$ cat src/rtl/owbm_pkg.sv
// ----------------------------------------------------------------------------
// Single-wire bus master package
// Shared payload types, command codes, register indexes and register reset
// values for the single-wire bus master.
// ----------------------------------------------------------------------------
package owbm_pkg;

  // Width of every timing register
  localparam int CfgW = 10;
  // Width of the register index
  localparam int CfgIdxW = 3;

  // Command codes carried by each tick
  localparam logic [1:0] ACT_TICK  = 2'd0;
  localparam logic [1:0] ACT_RESET = 2'd1;
  localparam logic [1:0] ACT_WRITE = 2'd2;
  localparam logic [1:0] ACT_READ  = 2'd3;

  // Register indexes
  localparam logic [CfgIdxW-1:0] CFG_RESET_LOW     = 3'd0;
  localparam logic [CfgIdxW-1:0] CFG_PRESENCE_WAIT = 3'd1;
  localparam logic [CfgIdxW-1:0] CFG_RESET_RELEASE = 3'd2;
  localparam logic [CfgIdxW-1:0] CFG_WRITE_ONE_LOW = 3'd3;
  localparam logic [CfgIdxW-1:0] CFG_WRITE_ZERO_LOW = 3'd4;
  localparam logic [CfgIdxW-1:0] CFG_SLOT_TOTAL    = 3'd5;
  localparam logic [CfgIdxW-1:0] CFG_READ_LOW      = 3'd6;
  localparam logic [CfgIdxW-1:0] CFG_READ_SAMPLE   = 3'd7;

  // Register reset values in microseconds
  localparam logic [CfgW-1:0] DEF_RESET_LOW      = 10'd480;
  localparam logic [CfgW-1:0] DEF_PRESENCE_WAIT  = 10'd70;
  localparam logic [CfgW-1:0] DEF_RESET_RELEASE  = 10'd410;
  localparam logic [CfgW-1:0] DEF_WRITE_ONE_LOW  = 10'd2;
  localparam logic [CfgW-1:0] DEF_WRITE_ZERO_LOW = 10'd60;
  localparam logic [CfgW-1:0] DEF_SLOT_TOTAL     = 10'd62;
  localparam logic [CfgW-1:0] DEF_READ_LOW       = 10'd2;
  localparam logic [CfgW-1:0] DEF_READ_SAMPLE    = 10'd12;

  // Timing register set
  typedef struct packed {
    logic [CfgW-1:0] reset_low_us;
    logic [CfgW-1:0] presence_wait_us;
    logic [CfgW-1:0] reset_release_us;
    logic [CfgW-1:0] write_one_low_us;
    logic [CfgW-1:0] write_zero_low_us;
    logic [CfgW-1:0] slot_total_us;
    logic [CfgW-1:0] read_low_us;
    logic [CfgW-1:0] read_sample_us;
  } cfg_regs_t;

  // One tick item
  typedef struct packed {
    logic [1:0] action;
    logic [7:0] data_byte;
    logic       line_level;
  } tick_in_t;

  // One tick result
  typedef struct packed {
    logic       drive_low;
    logic       busy_res;
    logic       done_res;
    logic       presence;
    logic [7:0] byte_read;
  } tick_out_t;

endpackage

$ cat src/rtl/owbm_cfg.sv
// ----------------------------------------------------------------------------
// Single-wire bus master timing registers
// Holds the eight timing registers and decodes writes from the register port.
// ----------------------------------------------------------------------------
module owbm_cfg (
  input  logic                                clk_i,
  input  logic                                rst_ni,
  input  logic                                cfg_we_i,
  input  logic [owbm_pkg::CfgIdxW-1:0]        cfg_addr_i,
  input  logic [owbm_pkg::CfgW-1:0]           cfg_wdata_i,
  output owbm_pkg::cfg_regs_t                 regs_o
);

  owbm_pkg::cfg_regs_t regs_q;

  // Register file with decoded single-register writes.
  always_ff @(posedge clk_i or negedge rst_ni) begin
    if (!rst_ni) begin
      regs_q.reset_low_us      <= owbm_pkg::DEF_RESET_LOW;
      regs_q.presence_wait_us  <= owbm_pkg::DEF_PRESENCE_WAIT;
      regs_q.reset_release_us  <= owbm_pkg::DEF_RESET_RELEASE;
      regs_q.write_one_low_us  <= owbm_pkg::DEF_WRITE_ONE_LOW;
      regs_q.write_zero_low_us <= owbm_pkg::DEF_WRITE_ZERO_LOW;
      regs_q.slot_total_us     <= owbm_pkg::DEF_SLOT_TOTAL;
      regs_q.read_low_us       <= owbm_pkg::DEF_READ_LOW;
      regs_q.read_sample_us    <= owbm_pkg::DEF_READ_SAMPLE;
    end else if (cfg_we_i) begin
      case (cfg_addr_i)
        owbm_pkg::CFG_RESET_LOW:      regs_q.reset_low_us      <= cfg_wdata_i;
        owbm_pkg::CFG_PRESENCE_WAIT:  regs_q.presence_wait_us  <= cfg_wdata_i;
        owbm_pkg::CFG_RESET_RELEASE:  regs_q.reset_release_us  <= cfg_wdata_i;
        owbm_pkg::CFG_WRITE_ONE_LOW:  regs_q.write_one_low_us  <= cfg_wdata_i;
        owbm_pkg::CFG_WRITE_ZERO_LOW: regs_q.write_zero_low_us <= cfg_wdata_i;
        owbm_pkg::CFG_SLOT_TOTAL:     regs_q.slot_total_us     <= cfg_wdata_i;
        owbm_pkg::CFG_READ_LOW:       regs_q.read_low_us       <= cfg_wdata_i;
        owbm_pkg::CFG_READ_SAMPLE:    regs_q.read_sample_us    <= cfg_wdata_i;
        default: begin
        end
      endcase
    end
  end

  assign regs_o = regs_q;

endmodule

$ cat src/rtl/owbm_core.sv
// ----------------------------------------------------------------------------
// Single-wire bus master sequencer
// Holds the operation state and works out one tick: line drive, status and
// the next state. The state advances only when a tick is committed.
// ----------------------------------------------------------------------------
module owbm_core #(
  parameter int TimerBits = 10
) (
  input  logic                 clk_i,
  input  logic                 rst_ni,
  input  logic                 step_i,
  input  owbm_pkg::tick_in_t   item_i,
  input  owbm_pkg::cfg_regs_t  cfg_i,
  output owbm_pkg::tick_out_t  res_o
);

  // One bit more than the timer so that the length cap itself fits.
  localparam int LenW = TimerBits + 1;

  // Phase codes
  localparam logic [2:0] PH_IDLE     = 3'd0;
  localparam logic [2:0] PH_RST_LOW  = 3'd1;
  localparam logic [2:0] PH_RST_WAIT = 3'd2;
  localparam logic [2:0] PH_RST_REC  = 3'd3;
  localparam logic [2:0] PH_WRITE    = 3'd4;
  localparam logic [2:0] PH_READ     = 3'd5;

  typedef logic [LenW-1:0] len_t;

  // A zero length counts as one tick; lengths are capped at the timer range.
  function automatic len_t lim_len(logic [owbm_pkg::CfgW-1:0] x);
    len_t v;
    len_t cap;
    v   = len_t'(x);
    cap = len_t'(1) << TimerBits;
    if (x == '0) begin
      v = len_t'(1);
    end else if (v > cap) begin
      v = cap;
    end
    return v;
  endfunction

  logic [2:0]           phase_q, phase_d;
  logic [TimerBits-1:0] tick_q, tick_d;
  logic [2:0]           bit_q, bit_d;
  logic [7:0]           shift_q, shift_d;
  logic                 pres_q, pres_d;
  logic [7:0]           tx_q, tx_d;

  len_t len_rst_low, len_pres, len_rec, len_w1, len_w0, len_slot, len_rlow;
  len_t samp_raw, samp_at;
  len_t tc_ext, tc_inc;
  logic drive, busy, done, wbit;

  // Effective lengths and the read sample point.
  always_comb begin
    len_rst_low = lim_len(cfg_i.reset_low_us);
    len_pres    = lim_len(cfg_i.presence_wait_us);
    len_rec     = lim_len(cfg_i.reset_release_us);
    len_w1      = lim_len(cfg_i.write_one_low_us);
    len_w0      = lim_len(cfg_i.write_zero_low_us);
    len_slot    = lim_len(cfg_i.slot_total_us);
    len_rlow    = lim_len(cfg_i.read_low_us);
    // A zero sample offset samples on the first tick of the slot.
    samp_raw    = (cfg_i.read_sample_us == '0) ? '0 : lim_len(cfg_i.read_sample_us);
    samp_at     = (samp_raw > len_slot - len_t'(1)) ? len_slot - len_t'(1) : samp_raw;
  end

  // One tick of the sequencer.
  always_comb begin
    phase_d = phase_q;
    tick_d  = tick_q;
    bit_d   = bit_q;
    shift_d = shift_q;
    pres_d  = pres_q;
    tx_d    = tx_q;
    drive   = 1'b0;
    busy    = 1'b0;
    done    = 1'b0;
    wbit    = 1'b0;

    // An idle tick may start a command, and is then its first tick.
    if (phase_q == PH_IDLE) begin
      tick_d = '0;
      bit_d  = '0;
      case (item_i.action)
        owbm_pkg::ACT_RESET: phase_d = PH_RST_LOW;
        owbm_pkg::ACT_WRITE: begin
          phase_d = PH_WRITE;
          tx_d    = item_i.data_byte;
        end
        owbm_pkg::ACT_READ: begin
          phase_d = PH_READ;
          shift_d = '0;
        end
        default: begin
        end
      endcase
    end

    tc_ext = len_t'(tick_d);
    tc_inc = tc_ext + len_t'(1);

    case (phase_d)
      PH_RST_LOW: begin
        busy  = 1'b1;
        drive = 1'b1;
        if (tc_inc >= len_rst_low) begin
          phase_d = PH_RST_WAIT;
          tick_d  = '0;
        end else begin
          tick_d = tc_inc[TimerBits-1:0];
        end
      end
      PH_RST_WAIT: begin
        busy = 1'b1;
        if (tc_inc >= len_pres) begin
          phase_d = PH_RST_REC;
          tick_d  = '0;
        end else begin
          tick_d = tc_inc[TimerBits-1:0];
        end
      end
      PH_RST_REC: begin
        busy = 1'b1;
        // The first recovery tick samples the presence answer.
        if (tick_d == '0) begin
          pres_d = ~item_i.line_level;
        end
        if (tc_inc >= len_rec) begin
          phase_d = PH_IDLE;
          tick_d  = '0;
          done    = 1'b1;
        end else begin
          tick_d = tc_inc[TimerBits-1:0];
        end
      end
      PH_WRITE, PH_READ: begin
        busy = 1'b1;
        if (phase_d == PH_WRITE) begin
          wbit  = tx_d[bit_d];
          drive = tc_ext < (wbit ? len_w1 : len_w0);
        end else begin
          drive = tc_ext < len_rlow;
          // Sampled bits enter from the top, so the byte fills LSB first.
          if (tc_ext == samp_at) begin
            shift_d = {item_i.line_level, shift_d[7:1]};
          end
        end
        if (tc_inc >= len_slot) begin
          tick_d = '0;
          if (&bit_d) begin
            phase_d = PH_IDLE;
            bit_d   = '0;
            done    = 1'b1;
          end else begin
            bit_d = bit_d + 3'd1;
          end
        end else begin
          tick_d = tc_inc[TimerBits-1:0];
        end
      end
      default: begin
      end
    endcase
  end

  // State commits only on a tick that produces a result.
  always_ff @(posedge clk_i or negedge rst_ni) begin
    if (!rst_ni) begin
      phase_q <= PH_IDLE;
      tick_q  <= '0;
      bit_q   <= '0;
      shift_q <= '0;
      pres_q  <= 1'b0;
      tx_q    <= '0;
    end else if (step_i) begin
      phase_q <= phase_d;
      tick_q  <= tick_d;
      bit_q   <= bit_d;
      shift_q <= shift_d;
      pres_q  <= pres_d;
      tx_q    <= tx_d;
    end
  end

  assign res_o.drive_low = drive;
  assign res_o.busy_res  = busy;
  assign res_o.done_res  = done;
  assign res_o.presence  = pres_d;
  assign res_o.byte_read = shift_d;

endmodule

$ cat src/rtl/onewire_bus_master_core.sv
// ----------------------------------------------------------------------------
// Single-wire bus master
// Top level: tick input register, sequencer, timing registers and the
// result register.
// ----------------------------------------------------------------------------
// Each transfer on the input channel is one microsecond tick carrying the
// sampled line level and, when idle, an optional command (bus reset, byte
// write, byte read); each tick yields exactly one result transfer with the
// line drive, busy, done, presence flag and read byte. The block takes one
// tick per clock cycle while results are taken: a tick is held in the input
// register, worked out by the sequencer and its result is captured in the
// result register, from which it is offered. The input keeps flowing as long as
// the result register is free or is emptied in the same cycle; a stalled
// result holds the tick behind it, and that in turn holds the input. The user
// must write timing registers through the register port only while no
// operation runs; the block does not enforce this. A length of zero counts as
// one tick and lengths are capped at 2**TimerBits ticks.
module onewire_bus_master_core #(
  parameter int TimerBits = 10
) (
  input  logic                          clk_i,
  input  logic                          rst_ni,
  input  logic                          in_valid_i,
  output logic                          in_ready_o,
  input  owbm_pkg::tick_in_t            in_i,
  output logic                          out_valid_o,
  input  logic                          out_ready_i,
  output owbm_pkg::tick_out_t           out_o,
  input  logic                          cfg_we_i,
  input  logic [owbm_pkg::CfgIdxW-1:0]  cfg_addr_i,
  input  logic [owbm_pkg::CfgW-1:0]     cfg_wdata_i
);

  owbm_pkg::tick_in_t  in_q;
  logic                in_vld_q;
  owbm_pkg::tick_out_t out_q, res;
  logic                out_vld_q;
  owbm_pkg::cfg_regs_t regs;
  logic                advance;

  // A held tick moves on once the result register is free or being emptied.
  assign advance    = in_vld_q && (!out_vld_q || out_ready_i);
  assign in_ready_o = !in_vld_q || advance;

  owbm_cfg u_cfg (
    .clk_i       (clk_i),
    .rst_ni      (rst_ni),
    .cfg_we_i    (cfg_we_i),
    .cfg_addr_i  (cfg_addr_i),
    .cfg_wdata_i (cfg_wdata_i),
    .regs_o      (regs)
  );

  owbm_core #(
    .TimerBits (TimerBits)
  ) u_core (
    .clk_i  (clk_i),
    .rst_ni (rst_ni),
    .step_i (advance),
    .item_i (in_q),
    .cfg_i  (regs),
    .res_o  (res)
  );

  // Input register.
  always_ff @(posedge clk_i or negedge rst_ni) begin
    if (!rst_ni) begin
      in_vld_q <= 1'b0;
    end else if (in_ready_o) begin
      in_vld_q <= in_valid_i;
    end
  end

  always_ff @(posedge clk_i) begin
    if (in_valid_i && in_ready_o) begin
      in_q <= in_i;
    end
  end

  // Result register.
  always_ff @(posedge clk_i or negedge rst_ni) begin
    if (!rst_ni) begin
      out_vld_q <= 1'b0;
    end else if (advance) begin
      out_vld_q <= 1'b1;
    end else if (out_ready_i) begin
      out_vld_q <= 1'b0;
    end
  end

  always_ff @(posedge clk_i) begin
    if (advance) begin
      out_q <= res;
    end
  end

  assign out_valid_o = out_vld_q;
  assign out_o       = out_q;

`ifndef ASSERT_OFF
  // A finishing tick always belongs to a running operation.
  a_done_busy: assert property (@(posedge clk_i) disable iff (!rst_ni)
    out_valid_o && out_o.done_res |-> out_o.busy_res)
    else $error("done result outside an operation");

  // The line is only pulled low while an operation runs.
  a_drive_busy: assert property (@(posedge clk_i) disable iff (!rst_ni)
    out_valid_o && out_o.drive_low |-> out_o.busy_res)
    else $error("line driven while idle");

  // A tick that advances always leaves a result behind.
  a_advance_result: assert property (@(posedge clk_i) disable iff (!rst_ni)
    advance |=> out_vld_q)
    else $error("advanced tick produced no result");
`endif

endmodule
$ cat config.mk
export PLATFORM = sky130hd
export DESIGN_NAME = onewire_bus_master_core
export DESIGN_NICKNAME = d
export VERILOG_FILES = /design/src/rtl/owbm_pkg.sv /design/src/rtl/owbm_cfg.sv /design/src/rtl/owbm_core.sv /design/src/rtl/onewire_bus_master_core.sv
export SDC_FILE = /design/constraint.sdc
export NUM_CORES = 1
export LEC_CHECK = 0
export BUFFER_PORTS_ARGS = -buffer_cell sky130_fd_sc_hd__buf_2
export CAP_MARGIN = 5
export CORE_UTILIZATION = 62
export CTS_BUF_LIST = sky130_fd_sc_hd__clkbuf_16
export CTS_CLUSTER_SIZE = 10
export DETAILED_ROUTE_END_ITERATION = 8
export PLACE_DENSITY = 0.88
export SYNTH_ARGS = -nofsm -noshare
export SYNTH_HDL_FRONTEND = slang
export SYNTH_SLANG_ARGS = --single-unit
$ cat constraint.sdc
create_clock -name clk_i -period 6.1 [get_ports clk_i]
set_input_delay 1.22 -clock clk_i [delete_from_list [all_inputs] [get_ports clk_i]]
set_output_delay 1.22 -clock clk_i [all_outputs]
set_load 0.01 [all_outputs]
* Word-level counts from Yosys, hierarchy flattened
Index checks and enable logic that the tools add are counted.
** Storage, ports and cells
- Flip-flop bits (word level) :: 138
- Input bits :: 29
- Output and inout bits :: 14
- Word-level logic and storage cells :: 145
** Operators by class
- Add/sub/neg operators :: 3
- Magnitude comparators :: 16
- Eq/ne operators :: 16
- Mux-type cells :: 56
- Bitwise gates (word level) :: 1
- Reductions and logical operators :: 29
** Operators by type and width (count)
- 11-bit 2-to-1 mux :: 18
- 10-bit zero test :: 9
- 10-bit by 11-bit > comparator with 1-bit output (second input constant) :: 8
- 8-bit 2-to-1 mux :: 7
- 10-bit 2-to-1 mux :: 5
- 11-bit greater-or-equal comparator :: 4
- 10-bit case mux with 4 select lines :: 1
- 3-bit 2-to-1 mux :: 10
- 10-bit by 11-bit < comparator with 1-bit output :: 2
- 3-bit equality test (second input constant) :: 6
- 2-bit AND reduction :: 8
- 3-bit by 2-bit equality test with 1-bit output (second input constant) :: 4
- 3-bit case mux with 4 select lines :: 1
- 10-bit by 1-bit adder with 11-bit output (second input constant) :: 1
- 10-bit by 11-bit equality test with 1-bit output :: 1
- 11-bit > comparator :: 1
- 11-bit by 1-bit subtractor with 11-bit output (second input constant) :: 1
- 1-bit 2-to-1 mux :: 10
- 3-bit case mux with 3 select lines :: 1
- 3-bit by 1-bit equality test with 1-bit output (second input constant) :: 2
- 3-bit zero test :: 2
- 5-bit OR reduction :: 1
- 2-bit equality test (second input constant) :: 2
- 3-bit by 4-bit < comparator with 1-bit output (second input constant) :: 1
- other kinds (11) :: 15

* Depth between registers and ports, before layout
- Word-level depth :: 10
- Mapped depth :: 21
- Gate-level depth less buffers :: 18

* Hierarchy
Synthesis repeated with hierarchy kept, for this count alone.
** Second synthesis, totals
- Cell total of the unflattened synthesis :: 788
- Area, all modules :: 8688.3 um^2
** Modules (own cells, without submodules)
- owbm_core :: instances 1, cells an instance 582, area an instance 4699.5 um^2, seq. area each 825.8 um^2
- owbm_cfg :: instances 1, cells an instance 175, area an instance 3194.3 um^2, seq. area each 2033.2 um^2
- onewire_bus_master_core :: instances 1, cells an instance 31, area an instance 794.5 um^2, seq. area each 740.7 um^2

* Worst setup path before layout
OpenSTA, ideal clock, no wires.
- Path kind :: register to register
- Start point :: reg u_cfg.regs_q (netlist bit u_cfg.regs_o[24])
- End point :: reg u_core.shift_q[0]
- Library setup time :: 66 ps
- Data arrival time :: 4224 ps
- Required time :: 6034 ps
- Slack :: 1810 ps
- Stages on the path, launching flop included :: 18
- Path buffers :: 2
- Period minus slack after synthesis :: 4290 ps
- Cell sequence :: dfstp_2 buf_2 nor4_1 a31oi_1 ha_1 or3b_1 nor3_1 xnor2_1 ha_1 nand4_1 nor2_1 and4_1 a2111oi_2 o2111ai_1 o32a_1 buf_6 nor3_4 a22o_1
** On the way
- Longest elaborated chain between the ends :: 10
- Elaborated cells on any way between the ends :: 11
- Those cells by class :: add/sub (1); order compare (2); eq/ne (1); mux (6); reduce/logical (1)
** RTL lines
- start, declared :: RTL line owbm_cfg.sv:14 : owbm_pkg::cfg_regs_t regs_q;
- 10-bit by 11-bit > comparator with 1-bit output :: RTL line owbm_core.sv:38 : end else if (v > cap) begin
- 11-bit 2-to-1 mux :: RTL line owbm_core.sv:38
- 11-bit 2-to-1 mux (*) :: RTL line owbm_core.sv:36 : if (x == '0) begin
- 11-bit by 1-bit subtractor with 11-bit output (*) :: RTL line owbm_core.sv:67 : samp_at = (samp_raw > len_slot - len_t'(1)) ? len_slot - len_t'(1) : samp_raw;
- 11-bit > comparator :: RTL line owbm_core.sv:67
- 11-bit 2-to-1 mux (*) :: RTL line owbm_core.sv:67
- 10-bit by 11-bit equality test with 1-bit output (*) :: RTL line owbm_core.sv:147 : if (tc_ext == samp_at) begin
- 8-bit 2-to-1 mux (*) :: RTL line owbm_core.sv:147
- 8-bit 2-to-1 mux (*) :: RTL line owbm_core.sv:141 : if (phase_d == PH_WRITE) begin
- 8-bit 2-to-1 mux (*) :: RTL line owbm_core.sv:105 : case (phase_d)
- end signal, assigned :: RTL line owbm_core.sv:182 : shift_q <= shift_d;
- end, declared :: RTL line owbm_core.sv:47 : logic [7:0] shift_q, shift_d;
Mark *: on every way between the ends. The rest lies on a longest branch, timed or not.
A chain may end at the register's enable or synchronous reset.

* Worst setup path after layout
- Start point :: reg u_core.phase_q[0]
- End point :: reg u_core.tick_q[5]
** On the way
- Longest elaborated chain between the ends :: 6
- Elaborated cells on any way between the ends :: 20
- Those cells by class :: add/sub (1); order compare (4); eq/ne (5); mux (8); reduce/logical (2)
** RTL lines
- start, declared :: RTL line owbm_core.sv:44 : logic [2:0] phase_q, phase_d;
- start signal, assigned :: RTL line owbm_core.sv:179 : phase_q <= phase_d;
- 3-bit zero test :: RTL line owbm_core.sv:84 : if (phase_q == PH_IDLE) begin
- 10-bit 2-to-1 mux :: RTL line owbm_core.sv:84
- 10-bit by 1-bit adder with 11-bit output :: RTL line owbm_core.sv:103 : tc_inc = tc_ext + len_t'(1);
- 11-bit greater-or-equal comparator, on equally long branches
- 10-bit 2-to-1 mux, on equally long branches
- 10-bit case mux with 4 select lines (*) :: RTL line owbm_core.sv:105
- end signal, assigned :: RTL line owbm_core.sv:180 : tick_q <= tick_d;
- end, declared :: RTL line owbm_core.sv:45 : logic [TimerBits-1:0] tick_q, tick_d;
Marks and branches as above.

==> flow_metrics.py <==
metrics = {
    "run_status": {
        "status": "finished, final reports clean",
    },
    "clock_network": {
        "cts.sinks": 138,
        "cts_resized": 0,
        "cts_setup_buffers": 0,
        "htree_levels": 4,
        "cts_hold_buf": 0,
        "cts_tree": "done",
        "cts_made_buffers": 17,
        "clk_path_buf_depth": 2,
        "root_buffer": "clkbuf_16",
        "insertion_delay_ns": 0.43,
        "path_clk_slew_ns": 0.06,
    },
    "layout": {
        "final_cells": 1014,
        "area_delta_synth_final_pct": 11.1,
        "fin_nets": 931,
        "drive_gt1_frac": 0.222,
        "num_antenna_cells": 0,
    },
    "synth": {
        "synth_top_family_by_area": "compound AO/OA/AOI/OAI gates",
        "synth.area.top_cells": "dfrtp_1, ha_1, edfxtp_1",
        "ys_ff_latch": 138,
        "muxShareOfSynthArea": 0.100,
        "synth_adder_area_share": 0.110,
        "synth_cell_types": 74,
        "async_reset_ff_frac": 0.833,
        "synth-xor-area-share": 0.0263,
        "avgSynthCellArea_um2": 10.4,
        "synth_simple_gate_area_frac": 0.131,
        "synth-compound-area-share": 0.147,
        "syn_area_um2": 8290,
        "seq_area_frac_synth": 0.434,
        "netlist_instances": 798,
        "yosys_most_used_dff": "dfrtp_1",
        "synth-edff-count": 23,
        "yosysTopAreaCellShare": 0.272,
        "synth_top_area_cell": "dfrtp_1",
        "ys_warn_count": 0,
        "synth_fp_nets": 900,
    },
    "setup_path": {
        "critPathArrivalTime_ns": 5.50,
        "worstSetupStartpointType": "flip-flop",
        "ff2ff_setup_slack_ns": 0.97,
        "cp.required_ns": 6.47,
        "end_kind": "flip-flop",
        "crit_chain": "or3_1, nand2_4, inv_1, ha_1, nand4_1, nor2_1, nand3_1, xor2_1, nor2_1, ha_1, a21o_1, a211oi_1, o21ai_0, o32a_1, o211ai_2, and2_1, a22o_1",
        "critPathSlowestCell": "dfrtp_1",
        "cp_max_fo": 17,
        "max_stage_delay_ns": 0.65,
        "critPathKind": "flip-flop to flip-flop",
    },
    "floorplan": {
        "num_rows": 41,
        "die_area_um2": 13800,
        "io-pin-count": 43,
        "dieHeight_um": 118,
        "coreArea_um2": 12800,
        "fp.dieW_um": 118,
        "start_util": 0.647,
    },
    "detailed_routing": {
        "finalWirelength_um": 20400,
        "antenna_left": 0,
        "post-route-drc-count": 0,
        "via_per_inst": 6.30,
        "wl_per_cell_um": 20.1,
        "vias": 6385,
        "drt_iter0_drc": 660,
        "drt_first_pass_iters": 7,
    },
    "worst_hold_path": {
        "min_path_type": "flip-flop to flip-flop",
    },
    "flow_run": {
        "cap_violations": 0,
    },
    "grt": {
        "grt_pass1_vias": 6251,
        "grt_max_degree": 66,
        "antenna_found_initial": 0,
        "grt_pass1_wl_um": 33000,
        "grt.overflow.total": 0,
        "track_usage": 0.312,
    },
    "place": {
        "place_ws_ns": 1.18,
        "routabilityCongestion": 0.962,
        "dp.cells": 982,
        "hpwlAfterDp_um": 14500,
        "port_buffers": 42,
    },
    "timing": {
        "maxSlewHeadroom": 0.353,
        "min_period_ns": 5.13,
        "finalSetupViolCount": 0,
        "setup_slack_ns": 0.966,
        "setup_tns_ns": 0,
        "timing.final.max_slew_violations": 0,
        "tightest_slew_ns": 0.969,
        "period_share": 0.842,
        "rsz0062_at_grt": "no",
        "fin_skew_ns": 0.00864,
        "fmax_ghz": 0.195,
        "finalHoldViolCount": 0,
    },
    "power_and_ir_drop": {
        "power_uw": 3770,
        "leakagePower_uw": 0.00416,
        "ir_drop_v": 0.000251,
        "p_per_area_nw_per_um2": 409,
    },
}
[routing by layer]
layer	track usage	routed length (µm)
met1	0.410	8590
met2	0.486	9540
met3	0.0741	1480
met4	0.149	743
met5	0	0
[layout make-up]
cell class / instances / area [µm²]
multi-input combinational: 558 / 4280
fill: 904 / 3610
sequential: 138 / 3600
clock buffer: 19 / 475
timing repair buffer: 50 / 273
inverter: 64 / 240
tap: 172 / 215
clock inverter: 13 / 135
[kinds of logic after synthesis]
group,count (synthesis)
AOI/OAI and AO/OA,176
buffers and inverters,102
muxes,74
adders and majority gates,73
xor gates and xnor gates,24
and+or+nand+nor,211
DFF,138
[registers in the layout, summed over array words and instances (netlist names)]
signal and flops:
u_cfg.regs_o 80, in_vld_q 1, in_q 11, u_core.phase_q 3, u_core.tx_q 8, u_core.bit_q 3
out_o 12, u_core.pres_q 1, out_valid_o 1, u_core.shift_q 8, u_core.tick_q 10
[synth_stat cells, drive strengths merged, types with 3 or more instances]
cell type	number
dfrtp	90
nand2	77
ha	73
inv	64
mux2	61
o21ai	52
nor2	38
a21oi	34
clkbuf	29
dfstp	25
edfxtp	23
a22o	17
nor3	17
xnor2	17
nor4	14
a21o	13
nand3	13
mux2i	12
nand2b	10
buf	9
and2	8
xor2	7
a211oi	6
a31oi	6
nand4	6
o211ai	6
o21a	6
o22ai	5
o31ai	5
nand4b	4
nor2b	4
or3	4
a2111oi	3
a221oi	3
a41o	3
and3	3
nand3b	3
o2111ai	3
o32ai	3
[per-stage QoR]
| stage | util | hold slack (ns) | instance area, µm² |
|---|---|---|---|
| 3_5_place_dp | 0.671 | 0.465 | 8600 |
| 6_report | 0.718 | 0.475 | 9210 |
| 2_1_floorplan | - | 0.442 | 8290 |
| 5_1_grt | 0.718 | 0.499 | 9210 |
| 3_3_place_gp | 0.671 | 0.461 | 8600 |
| 4_1_cts | 0.718 | 0.479 | 9210 |
[placed cells by master (no fill, tap or decap), types with 5 or more instances in the layout]
master	netlist	layout
o211ai_1	5	5
clkbuf_16	0	19
xor2_1	7	7
ha_1	73	73
nor4_1	12	12
nand2b_1	10	10
o22ai_1	5	5
buf_4	0	9
a31oi_1	6	6
buf_2	3	41
a22o_1	17	17
o21a_1	6	6
nand4_1	6	6
dfstp_2	25	25
mux2_2	61	61
dfrtp_1	90	90
a211oi_1	6	6
mux2i_1	12	12
edfxtp_1	23	23
nand3_1	12	12
nor2_1	37	37
o21ai_0	51	51
a21o_1	13	13
inv_1	63	64
a21oi_1	34	34
nor3_1	16	16
xnor2_1	16	16
nand2_1	74	74
and2_1	7	7
[worst max-delay path, delay by kind of cell (launching register included)]
kind,cells,cell delay (ns)
AOI/OAI and AO/OA,6,1.37
and+or+nand+nor,7,1.87
DFF,1,0.65
buffers and inverters,1,0.33
xor gates and xnor gates,1,0.16
adders and majority gates,2,0.68
[where the power goes]
| group | total [µW] | internal [µW] | switching, µW |
|---|---|---|---|
| logic | 1380 | 603 | 777 |
| registers | 1330 | 1150 | 188 |
| clock network | 1060 | 651 | 408 |
| total | 3770 | 2400 | 1370 |
[path summary, 6_finish.rpt]
kind / depth (start not counted) / end / start
max: 17 / u_core.tick_q[5] / u_core.phase_q[0]
min: 1 / u_core.tx_q[4] / in_q[5]
max reg2reg: 17 / u_core.tick_q[5] / u_core.phase_q[0]
min reg2reg: 1 / u_core.tx_q[4] / in_q[5]
max in group asynchronous: 2 / u_cfg.regs_o[52] / rst_ni
min in group asynchronous: 1 / u_cfg.regs_o[45] / rst_ni
(Power assumes the default switching activity.)
